### src/ted_pkg.sv
// ----------------------------------------------------------------------------
// ted_pkg
// Types, constants and helpers shared by the escape string decoder modules.
// ----------------------------------------------------------------------------
package ted_pkg;

    localparam logic [15:0] MAX_OUTPUT_BYTES = 16'd65535;
    localparam logic [15:0] LIMIT_RESET      = 16'd255;

    localparam int CFG_IDX_W = 1;
    localparam logic [CFG_IDX_W-1:0] CFG_OUTPUT_LIMIT = 1'd0;
    localparam logic [CFG_IDX_W-1:0] CFG_ZERO_TO_HIGH = 1'd1;

    localparam logic [7:0] CH_QUOTE     = 8'h22;
    localparam logic [7:0] CH_CARET     = 8'h5e;
    localparam logic [7:0] CH_BACKSLASH = 8'h5c;
    localparam logic [7:0] CH_QMARK     = 8'h3f;
    localparam logic [7:0] CH_LOWER_X   = 8'h78;
    localparam logic [7:0] CH_UPPER_X   = 8'h58;
    localparam logic [7:0] CH_ESCAPE    = 8'h1b;
    localparam logic [7:0] CH_DELETE    = 8'h7f;
    localparam logic [7:0] CTRL_MASK    = 8'h1f;
    localparam logic [7:0] ZERO_SUBST   = 8'h80;

    typedef enum logic [2:0] {
        PH_START,
        PH_IDLE,
        PH_CARET,
        PH_ESC,
        PH_HEX0,
        PH_HEX1,
        PH_OCT,
        PH_DONE
    } phase_t;

    typedef struct packed {
        logic [7:0]  out_byte;
        logic        has_byte;
        logic        is_last;
        logic [15:0] total_length;
    } result_t;

    // Results produced by one decoded input item, entries [0 .. n-1] valid.
    typedef struct packed {
        logic [1:0]       n;
        result_t [2:0]    entries;
    } push_t;

    function automatic logic is_oct(input logic [7:0] c);
        return (c >= 8'h30) && (c <= 8'h37);
    endfunction

    function automatic logic is_hex(input logic [7:0] c);
        return ((c >= 8'h30) && (c <= 8'h39)) ||
               ((c >= 8'h61) && (c <= 8'h66)) ||
               ((c >= 8'h41) && (c <= 8'h46));
    endfunction

    // Letters a-f / A-F have 1..6 in the low nibble.
    function automatic logic [3:0] hex_val(input logic [7:0] c);
        logic [3:0] v;
        if (c <= 8'h39)
        begin
            v = c[3:0];
        end
        else
        begin
            v = c[3:0] + 4'd9;
        end
        return v;
    endfunction

endpackage

### src/terminal_escape_string_decoder_top.sv
// ----------------------------------------------------------------------------
// terminal_escape_string_decoder_top
// Capability string escape decoder with stream ports and a register port.
// ----------------------------------------------------------------------------
// Source bytes enter on the slave stream, one per request, with tlast marking
// the end of a string. A byte is registered, then decoded and its results
// (zero to three) are queued. Input is taken at one byte per cycle while each
// byte yields at most one result and m_tready is high; the single-result output
// port of the four-entry queue sets the pace, so a byte that yields two or three
// results holds input until the queue level falls to one or less. Registers:
// index 0 output limit (reset 255), index 1 zero-to-0x80 mode (reset 0); write
// them only between strings or while no request is in flight.
module terminal_escape_string_decoder_top
    import ted_pkg::*;
(
    input  logic                 clk,
    input  logic                 rst_n,
    input  logic                 s_tvalid,
    output logic                 s_tready,
    input  logic [7:0]           s_tdata,   // [7:0] in_byte
    input  logic                 s_tlast,   // is_end
    output logic                 m_tvalid,
    input  logic                 m_tready,
    output logic [23:0]          m_tdata,   // [7:0] out_byte, [23:8] total_length
    output logic                 m_tuser,   // has_byte
    output logic                 m_tlast,   // is_last
    input  logic                 cfg_valid,
    output logic                 cfg_ready,
    input  logic [CFG_IDX_W-1:0] cfg_index,
    input  logic [15:0]          cfg_data
);

    logic        in_valid_reg;
    logic [7:0]  in_byte_reg;
    logic        in_end_reg;
    logic        in_move;
    logic [15:0] output_limit_reg;
    logic        zero_to_high_reg;
    logic [2:0]  fifo_level;
    push_t       push;
    result_t     head;

    // Room for the worst case of three results, judged on the registered level.
    assign in_move   = in_valid_reg && (fifo_level <= 3'd1);
    assign s_tready  = !in_valid_reg || in_move;
    assign cfg_ready = 1'b1;

    always_ff @(posedge clk)
    begin
        if (s_tvalid && s_tready)
        begin
            in_byte_reg <= s_tdata;
            in_end_reg  <= s_tlast;
        end
    end

    always_ff @(posedge clk or negedge rst_n)
    begin
        if (!rst_n)
        begin
            in_valid_reg     <= 1'b0;
            output_limit_reg <= LIMIT_RESET;
            zero_to_high_reg <= 1'b0;
        end
        else
        begin
            if (s_tvalid && s_tready)
            begin
                in_valid_reg <= 1'b1;
            end
            else if (in_move)
            begin
                in_valid_reg <= 1'b0;
            end
            if (cfg_valid && cfg_ready)
            begin
                unique case (cfg_index)
                    CFG_OUTPUT_LIMIT: output_limit_reg <= cfg_data;
                    CFG_ZERO_TO_HIGH: zero_to_high_reg <= cfg_data[0];
                    default:          output_limit_reg <= output_limit_reg;
                endcase
            end
        end
    end

    ted_decode u_decode (
        .clk          (clk),
        .rst_n        (rst_n),
        .item_valid   (in_move),
        .item_byte    (in_byte_reg),
        .item_end     (in_end_reg),
        .output_limit (output_limit_reg),
        .zero_to_high (zero_to_high_reg),
        .push         (push)
    );

    ted_result_fifo u_fifo (
        .clk      (clk),
        .rst_n    (rst_n),
        .push     (push),
        .level    (fifo_level),
        .m_tvalid (m_tvalid),
        .m_tready (m_tready),
        .head     (head)
    );

    assign m_tdata = {head.total_length, head.out_byte};
    assign m_tuser = head.has_byte;
    assign m_tlast = head.is_last;

    a_fifo_bound: assert property (@(posedge clk) disable iff (!rst_n)
        fifo_level <= 3'd4)
        else $error("result queue level out of range");

    a_end_yields_result: assert property (@(posedge clk) disable iff (!rst_n)
        in_move && in_end_reg |=> m_tvalid)
        else $error("end of string produced no result");

    a_last_has_no_byte: assert property (@(posedge clk) disable iff (!rst_n)
        m_tvalid && m_tlast |-> !m_tuser && (m_tdata[7:0] == 8'h00))
        else $error("final result carries a byte");

    a_byte_has_no_length: assert property (@(posedge clk) disable iff (!rst_n)
        m_tvalid && m_tuser |-> !m_tlast && (m_tdata[23:8] == 16'd0))
        else $error("byte result carries a length");

endmodule

### src/ted_result_fifo.sv
// ----------------------------------------------------------------------------
// ted_result_fifo
// Four-entry result queue: takes up to three results per cycle, hands out one.
// ----------------------------------------------------------------------------
module ted_result_fifo
    import ted_pkg::*;
(
    input  logic        clk,
    input  logic        rst_n,
    input  push_t       push,
    output logic [2:0]  level,
    output logic        m_tvalid,
    input  logic        m_tready,
    output result_t     head
);

    result_t     mem_reg [4];
    logic [1:0]  wr_ptr_reg, wr_ptr_next;
    logic [1:0]  rd_ptr_reg, rd_ptr_next;
    logic [2:0]  level_reg, level_next;
    logic        pop;

    assign pop      = (level_reg != 3'd0) && m_tready;
    assign m_tvalid = (level_reg != 3'd0);
    assign head     = mem_reg[rd_ptr_reg];
    assign level    = level_reg;

    always_comb
    begin
        wr_ptr_next = wr_ptr_reg + push.n;
        rd_ptr_next = rd_ptr_reg + {1'b0, pop};
        level_next  = level_reg + {1'b0, push.n} - {2'b00, pop};
    end

    always_ff @(posedge clk)
    begin
        for (int i = 0; i < 3; i++)
        begin
            if (2'(i) < push.n)
            begin
                mem_reg[wr_ptr_reg + 2'(i)] <= push.entries[i];
            end
        end
    end

    always_ff @(posedge clk or negedge rst_n)
    begin
        if (!rst_n)
        begin
            wr_ptr_reg <= 2'd0;
            rd_ptr_reg <= 2'd0;
            level_reg  <= 3'd0;
        end
        else
        begin
            wr_ptr_reg <= wr_ptr_next;
            rd_ptr_reg <= rd_ptr_next;
            level_reg  <= level_next;
        end
    end

endmodule

### src/ted_decode.sv
// ----------------------------------------------------------------------------
// ted_decode
// Decode state and the per-byte decode logic; yields up to three results.
// ----------------------------------------------------------------------------
module ted_decode
    import ted_pkg::*;
(
    input  logic        clk,
    input  logic        rst_n,
    input  logic        item_valid,
    input  logic [7:0]  item_byte,
    input  logic        item_end,
    input  logic [15:0] output_limit,
    input  logic        zero_to_high,
    output push_t       push
);

    phase_t      phase_reg, phase_next;
    logic [7:0]  hex_digit_reg, hex_digit_next;
    logic        x_upper_reg, x_upper_next;
    logic [7:0]  octal_reg, octal_next;
    logic [15:0] count_reg, count_next;

    logic        stop_c;
    logic        plain_emit;
    phase_t      plain_phase;
    phase_t      cand_phase;
    logic [1:0]  np;
    logic [7:0]  pre0, pre1;
    logic        use_plain;
    logic [7:0]  x_char;
    logic [7:0]  cand [3];
    logic [1:0]  cand_n;
    logic [15:0] lim, room;
    logic [1:0]  n_ok;
    logic        reached;
    logic [7:0]  ob;

    assign stop_c = (item_byte == 8'h00) || (item_byte == CH_QUOTE);
    assign x_char = x_upper_reg ? CH_UPPER_X : CH_LOWER_X;

    // Ordinary character handling, used from the idle phase and by every phase that falls back to a plain byte.
    always_comb
    begin
        plain_emit = 1'b0;
        if (stop_c)
        begin
            plain_phase = PH_DONE;
        end
        else if (item_byte == CH_CARET)
        begin
            plain_phase = PH_CARET;
        end
        else if (item_byte == CH_BACKSLASH)
        begin
            plain_phase = PH_ESC;
        end
        else
        begin
            plain_phase = PH_IDLE;
            plain_emit  = 1'b1;
        end
    end

    always_comb
    begin
        np             = 2'd0;
        pre0           = 8'h00;
        pre1           = 8'h00;
        use_plain      = 1'b0;
        cand_phase     = phase_reg;
        hex_digit_next = hex_digit_reg;
        x_upper_next   = x_upper_reg;
        octal_next     = octal_reg;

        if (item_end)
        begin
            // flush a pending escape
            unique case (phase_reg)
                PH_CARET:
                begin
                    np = 2'd1; pre0 = CH_CARET;
                end
                PH_ESC:
                begin
                    np = 2'd1; pre0 = CH_BACKSLASH;
                end
                PH_HEX0:
                begin
                    np = 2'd1; pre0 = x_char;
                end
                PH_HEX1:
                begin
                    np = 2'd2; pre0 = x_char; pre1 = hex_digit_reg;
                end
                PH_OCT:
                begin
                    np = 2'd1; pre0 = octal_reg;
                end
                default:
                begin
                    np = 2'd0;
                end
            endcase
        end
        else
        begin
            unique case (phase_reg)
                PH_START:
                begin
                    if (item_byte == CH_QUOTE)
                    begin
                        cand_phase = PH_IDLE;
                    end
                    else
                    begin
                        use_plain = 1'b1;
                    end
                end
                PH_IDLE:
                begin
                    use_plain = 1'b1;
                end
                PH_CARET:
                begin
                    cand_phase = PH_IDLE;
                    np         = 2'd1;
                    if (stop_c)
                    begin
                        pre0      = CH_CARET;
                        use_plain = 1'b1;
                    end
                    else if (item_byte == CH_QMARK)
                    begin
                        pre0 = CH_DELETE;
                    end
                    else if (item_byte == CH_CARET)
                    begin
                        pre0 = CH_CARET;
                    end
                    else
                    begin
                        pre0 = item_byte & CTRL_MASK;
                    end
                end
                PH_ESC:
                begin
                    cand_phase = PH_IDLE;
                    np         = 2'd1;
                    if (stop_c)
                    begin
                        pre0      = CH_BACKSLASH;
                        use_plain = 1'b1;
                    end
                    else
                    begin
                        unique case (item_byte)
                            8'h65, 8'h45: pre0 = CH_ESCAPE;   // e E
                            8'h6e:        pre0 = 8'h0a;       // n
                            8'h72:        pre0 = 8'h0d;       // r
                            8'h74:        pre0 = 8'h09;       // t
                            8'h62:        pre0 = 8'h08;       // b
                            8'h66:        pre0 = 8'h0c;       // f
                            8'h73:        pre0 = 8'h20;       // s
                            CH_LOWER_X, CH_UPPER_X:
                            begin
                                np           = 2'd0;
                                x_upper_next = (item_byte == CH_UPPER_X);
                                cand_phase   = PH_HEX0;
                            end
                            default:
                            begin
                                if (is_oct(item_byte))
                                begin
                                    np         = 2'd0;
                                    octal_next = {5'd0, item_byte[2:0]};
                                    cand_phase = PH_OCT;
                                end
                                else
                                begin
                                    pre0 = item_byte;
                                end
                            end
                        endcase
                    end
                end
                PH_HEX0:
                begin
                    if (is_hex(item_byte))
                    begin
                        hex_digit_next = item_byte;
                        cand_phase     = PH_HEX1;
                    end
                    else
                    begin
                        np        = 2'd1;
                        pre0      = x_char;
                        use_plain = 1'b1;
                    end
                end
                PH_HEX1:
                begin
                    cand_phase = PH_IDLE;
                    if (is_hex(item_byte))
                    begin
                        np   = 2'd1;
                        pre0 = {hex_val(hex_digit_reg), hex_val(item_byte)};
                    end
                    else
                    begin
                        np        = 2'd2;
                        pre0      = x_char;
                        pre1      = hex_digit_reg;
                        use_plain = 1'b1;
                    end
                end
                PH_OCT:
                begin
                    if (is_oct(item_byte))
                    begin
                        octal_next = {octal_reg[4:0], item_byte[2:0]};
                    end
                    else
                    begin
                        np        = 2'd1;
                        pre0      = octal_reg;
                        use_plain = 1'b1;
                    end
                end
                PH_DONE:
                begin
                    cand_phase = PH_DONE;
                end
                default:
                begin
                    cand_phase = phase_reg;
                end
            endcase
            if (use_plain)
            begin
                cand_phase = plain_phase;
            end
        end
    end

    // Candidate byte list, then cut by the output limit.
    always_comb
    begin
        cand[0] = pre0;
        cand[1] = pre1;
        cand[2] = item_byte;
        if (use_plain && plain_emit)
        begin
            cand[np] = item_byte;
        end
        cand_n  = np + {1'b0, use_plain & plain_emit};
        lim     = (output_limit < MAX_OUTPUT_BYTES) ? output_limit : MAX_OUTPUT_BYTES;
        room    = (lim > count_reg) ? (lim - count_reg) : 16'd0;
        n_ok    = (room >= {14'd0, cand_n}) ? cand_n : room[1:0];
        reached = (room != 16'd0) && (room <= {14'd0, cand_n});
    end

    always_comb
    begin
        push.n = n_ok + {1'b0, item_end};
        for (int i = 0; i < 3; i++)
        begin
            ob = (zero_to_high && cand[i] == 8'h00) ? ZERO_SUBST : cand[i];
            if (2'(i) < n_ok)
            begin
                push.entries[i] = '{out_byte: ob, has_byte: 1'b1, is_last: 1'b0,
                                    total_length: 16'd0};
            end
            else
            begin
                push.entries[i] = '{out_byte: 8'h00, has_byte: 1'b0, is_last: 1'b1,
                                    total_length: count_reg + {14'd0, n_ok}};
            end
        end
        if (!item_valid)
        begin
            push.n = 2'd0;
        end
    end

    always_comb
    begin
        if (item_end)
        begin
            phase_next = PH_START;
            count_next = 16'd0;
        end
        else
        begin
            phase_next = reached ? PH_DONE : cand_phase;
            count_next = count_reg + {14'd0, n_ok};
        end
    end

    always_ff @(posedge clk or negedge rst_n)
    begin
        if (!rst_n)
        begin
            phase_reg     <= PH_START;
            hex_digit_reg <= 8'h00;
            x_upper_reg   <= 1'b0;
            octal_reg     <= 8'h00;
            count_reg     <= 16'd0;
        end
        else if (item_valid)
        begin
            phase_reg     <= phase_next;
            count_reg     <= count_next;
            hex_digit_reg <= item_end ? 8'h00 : hex_digit_next;
            x_upper_reg   <= item_end ? 1'b0  : x_upper_next;
            octal_reg     <= item_end ? 8'h00 : octal_next;
        end
    end

endmodule
### config.mk
export PLATFORM = sky130hd
export DESIGN_NAME = terminal_escape_string_decoder_top
export DESIGN_NICKNAME = d
export VERILOG_FILES = /design/src/ted_pkg.sv /design/src/terminal_escape_string_decoder_top.sv /design/src/ted_result_fifo.sv /design/src/ted_decode.sv
export SDC_FILE = /design/constraint.sdc
export NUM_CORES = 1
export LEC_CHECK = 0
export BUFFER_PORTS_ARGS = -buffer_cell sky130_fd_sc_hd__buf_2
export CORE_MARGIN = 2
export CORE_UTILIZATION = 30
export DETAILED_ROUTE_END_ITERATION = 8
export SLEW_MARGIN = 10
export SYNTH_ARGS = -nofsm -noshare
export SYNTH_HDL_FRONTEND = slang
export SYNTH_HIERARCHICAL = 1
export SYNTH_SLANG_ARGS = --single-unit
### constraint.sdc
create_clock -name clk -period 7.8 [get_ports clk]
set_input_delay 1.56 -clock clk [delete_from_list [all_inputs] [get_ports clk]]
set_output_delay 1.56 -clock clk [all_outputs]
set_load 0.01 [all_outputs]
==> summary.md <==
| Metric | Value |
|---|---|
| Status | completed |
| Fin crit period | between 7 and 8 ns |
| # DRC | 0 |
| Tcrit/Tclk final | 0.914 |
| #FFs+latches synth | 174 |
| Async S/R FF share, synth | 0.351 |
| Placed Area | 12,800 um^2 |
| Crit Path Class | register to register |
| Sequential area share after synthesis | 0.401 |
| Largest net degree at the start of global routing | 62 |
| Clock Pin Slew Worst Setup and Hold Paths | 0.08 ns |
| CP max stage cell | edfxtp_1 |
| Via/cell ratio | 5.50 |
| Clock buffer count from CTS | 17 |
| Vias in the first global route | around 10,000 |
| # rows | 74 |
| Maximum vdd drop | roughly 0.00022 V |
| Post-synth top area share | 0.276 |
| CP bufs+invs | 3 |
| Clock Latency Late Sink | 0.44 ns |
| Critical Path RT | 7.95 ns |
| Fmax | about 140 MHz |
| Register-to-register setup slack | 0.67 ns |
| Final wirelength | 36,400 um |
| Post-synthesis simple-gate area fraction | 0.219 |
| Crit path capture type | register |
| Startpoint Class | register |
| Delay-heaviest family, CP | simple AND/OR/NAND/NOR gates |
| Synth Area per Inst | 8.97 um^2 |
| Placer Congestion | about 0.94 |
| N_diodes | 0 |
| Post-synthesis compound-gate area fraction | 0.177 |
| Setup tns final | 0 ns |
| Slew HR | 0.136 |
| Share of post-route cells with drive strength above 1 | 0.148 |
| Crit path DAT | between 7 and 8 ns |
| EDFF count, synth | 113 |
| Count of final setup violators | 0 |
| Primary FF master, synth | edfxtp_1 |
| Leakage | between 0.005 and 0.006 uW |
| Clock buffer depth | 2 |
| Synth warnings | 6 |
| Pwr Total | 4040 uW |
| Die W | around 210 um |
| Post-DP HPWL | 24,200 um |
| Post-synthesis cell type count | 91 |
| DR iter-0 viols | 1,089 |
| Final #Nets | roughly 1,400 |
| Post-synthesis xor/xnor area fraction | 0.0214 |
| Clock tree root driver cell | clkbuf_16 |
| Unrepaired setup endpoints after global routing | false |
| CTS sink count | around 170 |
| Initial antenna violation count | 0 |
| Adder-cell share of the synthesized area | 0.0375 |
| Number of flip-flops in the largest register | approximately 100 |
| Placeable Area | 40,600 um^2 |
| CP dominant cell by count | ha_1 |
| Die area | ~43,000 um^2 |
| Top post-synthesis cells by area | edfxtp_1 28%, dfrtp_1 11%, nand2_1 8.0% |
| Gr ovfl total | 0 |
| Hold Buf Count CTS | 0 |
| WL per Instance | 19.1 um |
| Syn Nets | 1,436 |
| TritonCTS clock tree | done |
| First-pass GRT wire length | 57,300 um |
| Mux cell area share after synthesis | 0.0756 |
| Slew of the pin with the lowest slew margin | 1.30 ns |
| DR vias | 10,500 |
| Min-Delay Path Class | register to register |
| Design area | 13,400 um^2 |
| Die Ht | 206 um |
| Max stage delay on crit path | 0.64 ns |
| Mapped Area | 12,300 um^2 |
| Area grow syn2layout | 8.84% |
| Max-cap violation count | 0 |
| Starting Density | 0.302 |
| Routed Antenna Nets | 0 |
| Final hold violations | 0 |
| Fin Hold WS | 0.489 ns |
| Number of I/O pins | 60 |
| DR pass1 iterations | 6 |
| H-Tree Depth | 4 |
| Pins Over Slew Limit | 0 |
| Total GRT Usage | 0.173 |
| Combinational family with the most area after synthesis | simple AND/OR/NAND/NOR gates |
| Top cell type by total area after synthesis | edfxtp_1 |
| Syn Inst Count | approximately 1,400 |
| Port Buffer Count | between 50 and 60 |
| Worst clock skew | 0.00988 ns |
| Crit-path max FO | 23 |
| Power per Cell Area | slightly above 300 nW/um^2 |
-- cell usage in the layout (no fill, tap or decap), types with 10 or more instances in the layout --
cell / n
nand2_1: 261
nor2_1: 195
a31oi_1: 118
edfxtp_1: 113
buf_2: 58
dfrtp_1: 52
inv_1: 52
a21oi_1: 47
o21ai_0: 34
ha_1: 32
xnor2_1: 28
mux4_2: 26
buf_4: 20
and3_1: 18
clkbuf_16: 17
nor3_1: 17
o22ai_1: 17
nand3_1: 16
and2_1: 15
a22o_1: 14
o21a_1: 13
mux2_4: 10
nand2b_1: 10
mux2_2: 10
a21o_1: 10
a22oi_1: 10
-- through the flow --
step            util  setup WS [ns]  cells
6_report       0.329          0.674   1908
2_1_floorplan      -          0.869   1370
3_5_place_dp   0.315          0.686   1876
4_1_cts        0.329          0.651   1908
5_1_grt        0.329         0.0956   1908
3_3_place_gp   0.315          0.927   1876
-- worst paths after layout --
kind | from | to | cells after the start
worst max-delay path | in_byte_reg[0]$_DFFE_PP_ | u_fifo/mem_reg[1][14]$_DFFE_PP_ | 26
worst min-delay path | u_fifo/rd_ptr_reg[1]$_DFF_PN0_ | u_fifo/rd_ptr_reg[1]$_DFF_PN0_ | 1
worst max register to register | in_byte_reg[0]$_DFFE_PP_ | u_fifo/mem_reg[1][14]$_DFFE_PP_ | 26
worst min register to register | u_fifo/rd_ptr_reg[1]$_DFF_PN0_ | u_fifo/rd_ptr_reg[1]$_DFF_PN0_ | 1
max in group asynchronous | rst_n | u_fifo/rd_ptr_reg[0]$_DFF_PN0_ | 2
min in group asynchronous | rst_n | output_limit_reg[9]$_DFFE_PN0P_ | 2
-- per-layer routing --
metal  global-route usage  wire (um)  share of wire  vias to the layer above
met5                    0          0              0                        -
li1                     -          -              -                     4911
met1                0.227      15900           0.44                     5055
met2                0.279      17100           0.47                      447
met4               0.0648        888          0.024                        0
met3               0.0350       2510          0.069                       81
-- Yosys cell counts, types with 18 or more instances --
cell type and count:
a31oi_1 119, nor2_1 195, nand2_1 261, ha_1 32
dfrtp_1 53, clkbuf_1 45, o21ai_0 36, inv_1 52
xnor2_1 28, a21oi_1 47, buf_2 22, mux4_2 26
buf_6 20, and3_1 18, edfxtp_1 113
-- worst reg2reg max path, stage by stage, from the launching register on --
cell and delay [ns]:
edfxtp_1 0.64, inv_1 0.18, ha_1 0.31, or3b_2 0.49, a31oi_2 0.31, and2_1 0.28, nor3_2 0.09, nor3_1 0.31
ha_1 0.22, xnor2_1 0.17, ha_1 0.30, o21ai_0 0.08, nand2b_1 0.12, nor3_1 0.24, nand3_2 0.12, nand3_4 0.35
inv_4 0.19, fa_1 0.55, nor4_1 0.32, buf_4 0.20, and3_1 0.23, and3_1 0.27, nand3_1 0.11, xnor2_1 0.33
nor2_1 0.15, nor2_1 0.19, a31oi_1 0.08
-- cell type report --
cell class | count | area (um^2)
Sequential cell | 174 | 4930
Inverter | 53 | 201
Tap cell | 532 | 666
Clock inverter | 15 | 139
Multi-Input combinational cell | 1039 | 6570
Fill cell | 4097 | 27300
Timing Repair Buffer | 78 | 440
Clock buffer | 17 | 425
-- cell families (layout without fill, tap and decap cells) --
kind of cell | after synthesis | after routing
mux | 54 | 54
flops | 174 | 174
other cells | 1 | 1
xor+xnor | 30 | 30
buf+inv | 157 | 163
simple gates | 594 | 594
compound gates | 325 | 325
fa+ha+maj | 35 | 35
-- what timing repair did --
action / in CTS / in global routing
setup endpoints to repair: 0 / 3
resized for setup: 0 / 1
buffers inserted: 0 / 0
-- power breakdown --
part | switching, uW | total, uW | internal, uW
clock network | 418 | 842 | 424
logic | 1050 | 1720 | 667
registers | 204 | 1470 | 1270
total | 1680 | 4040 | 2360
Power figures use the tool's default switching activity.
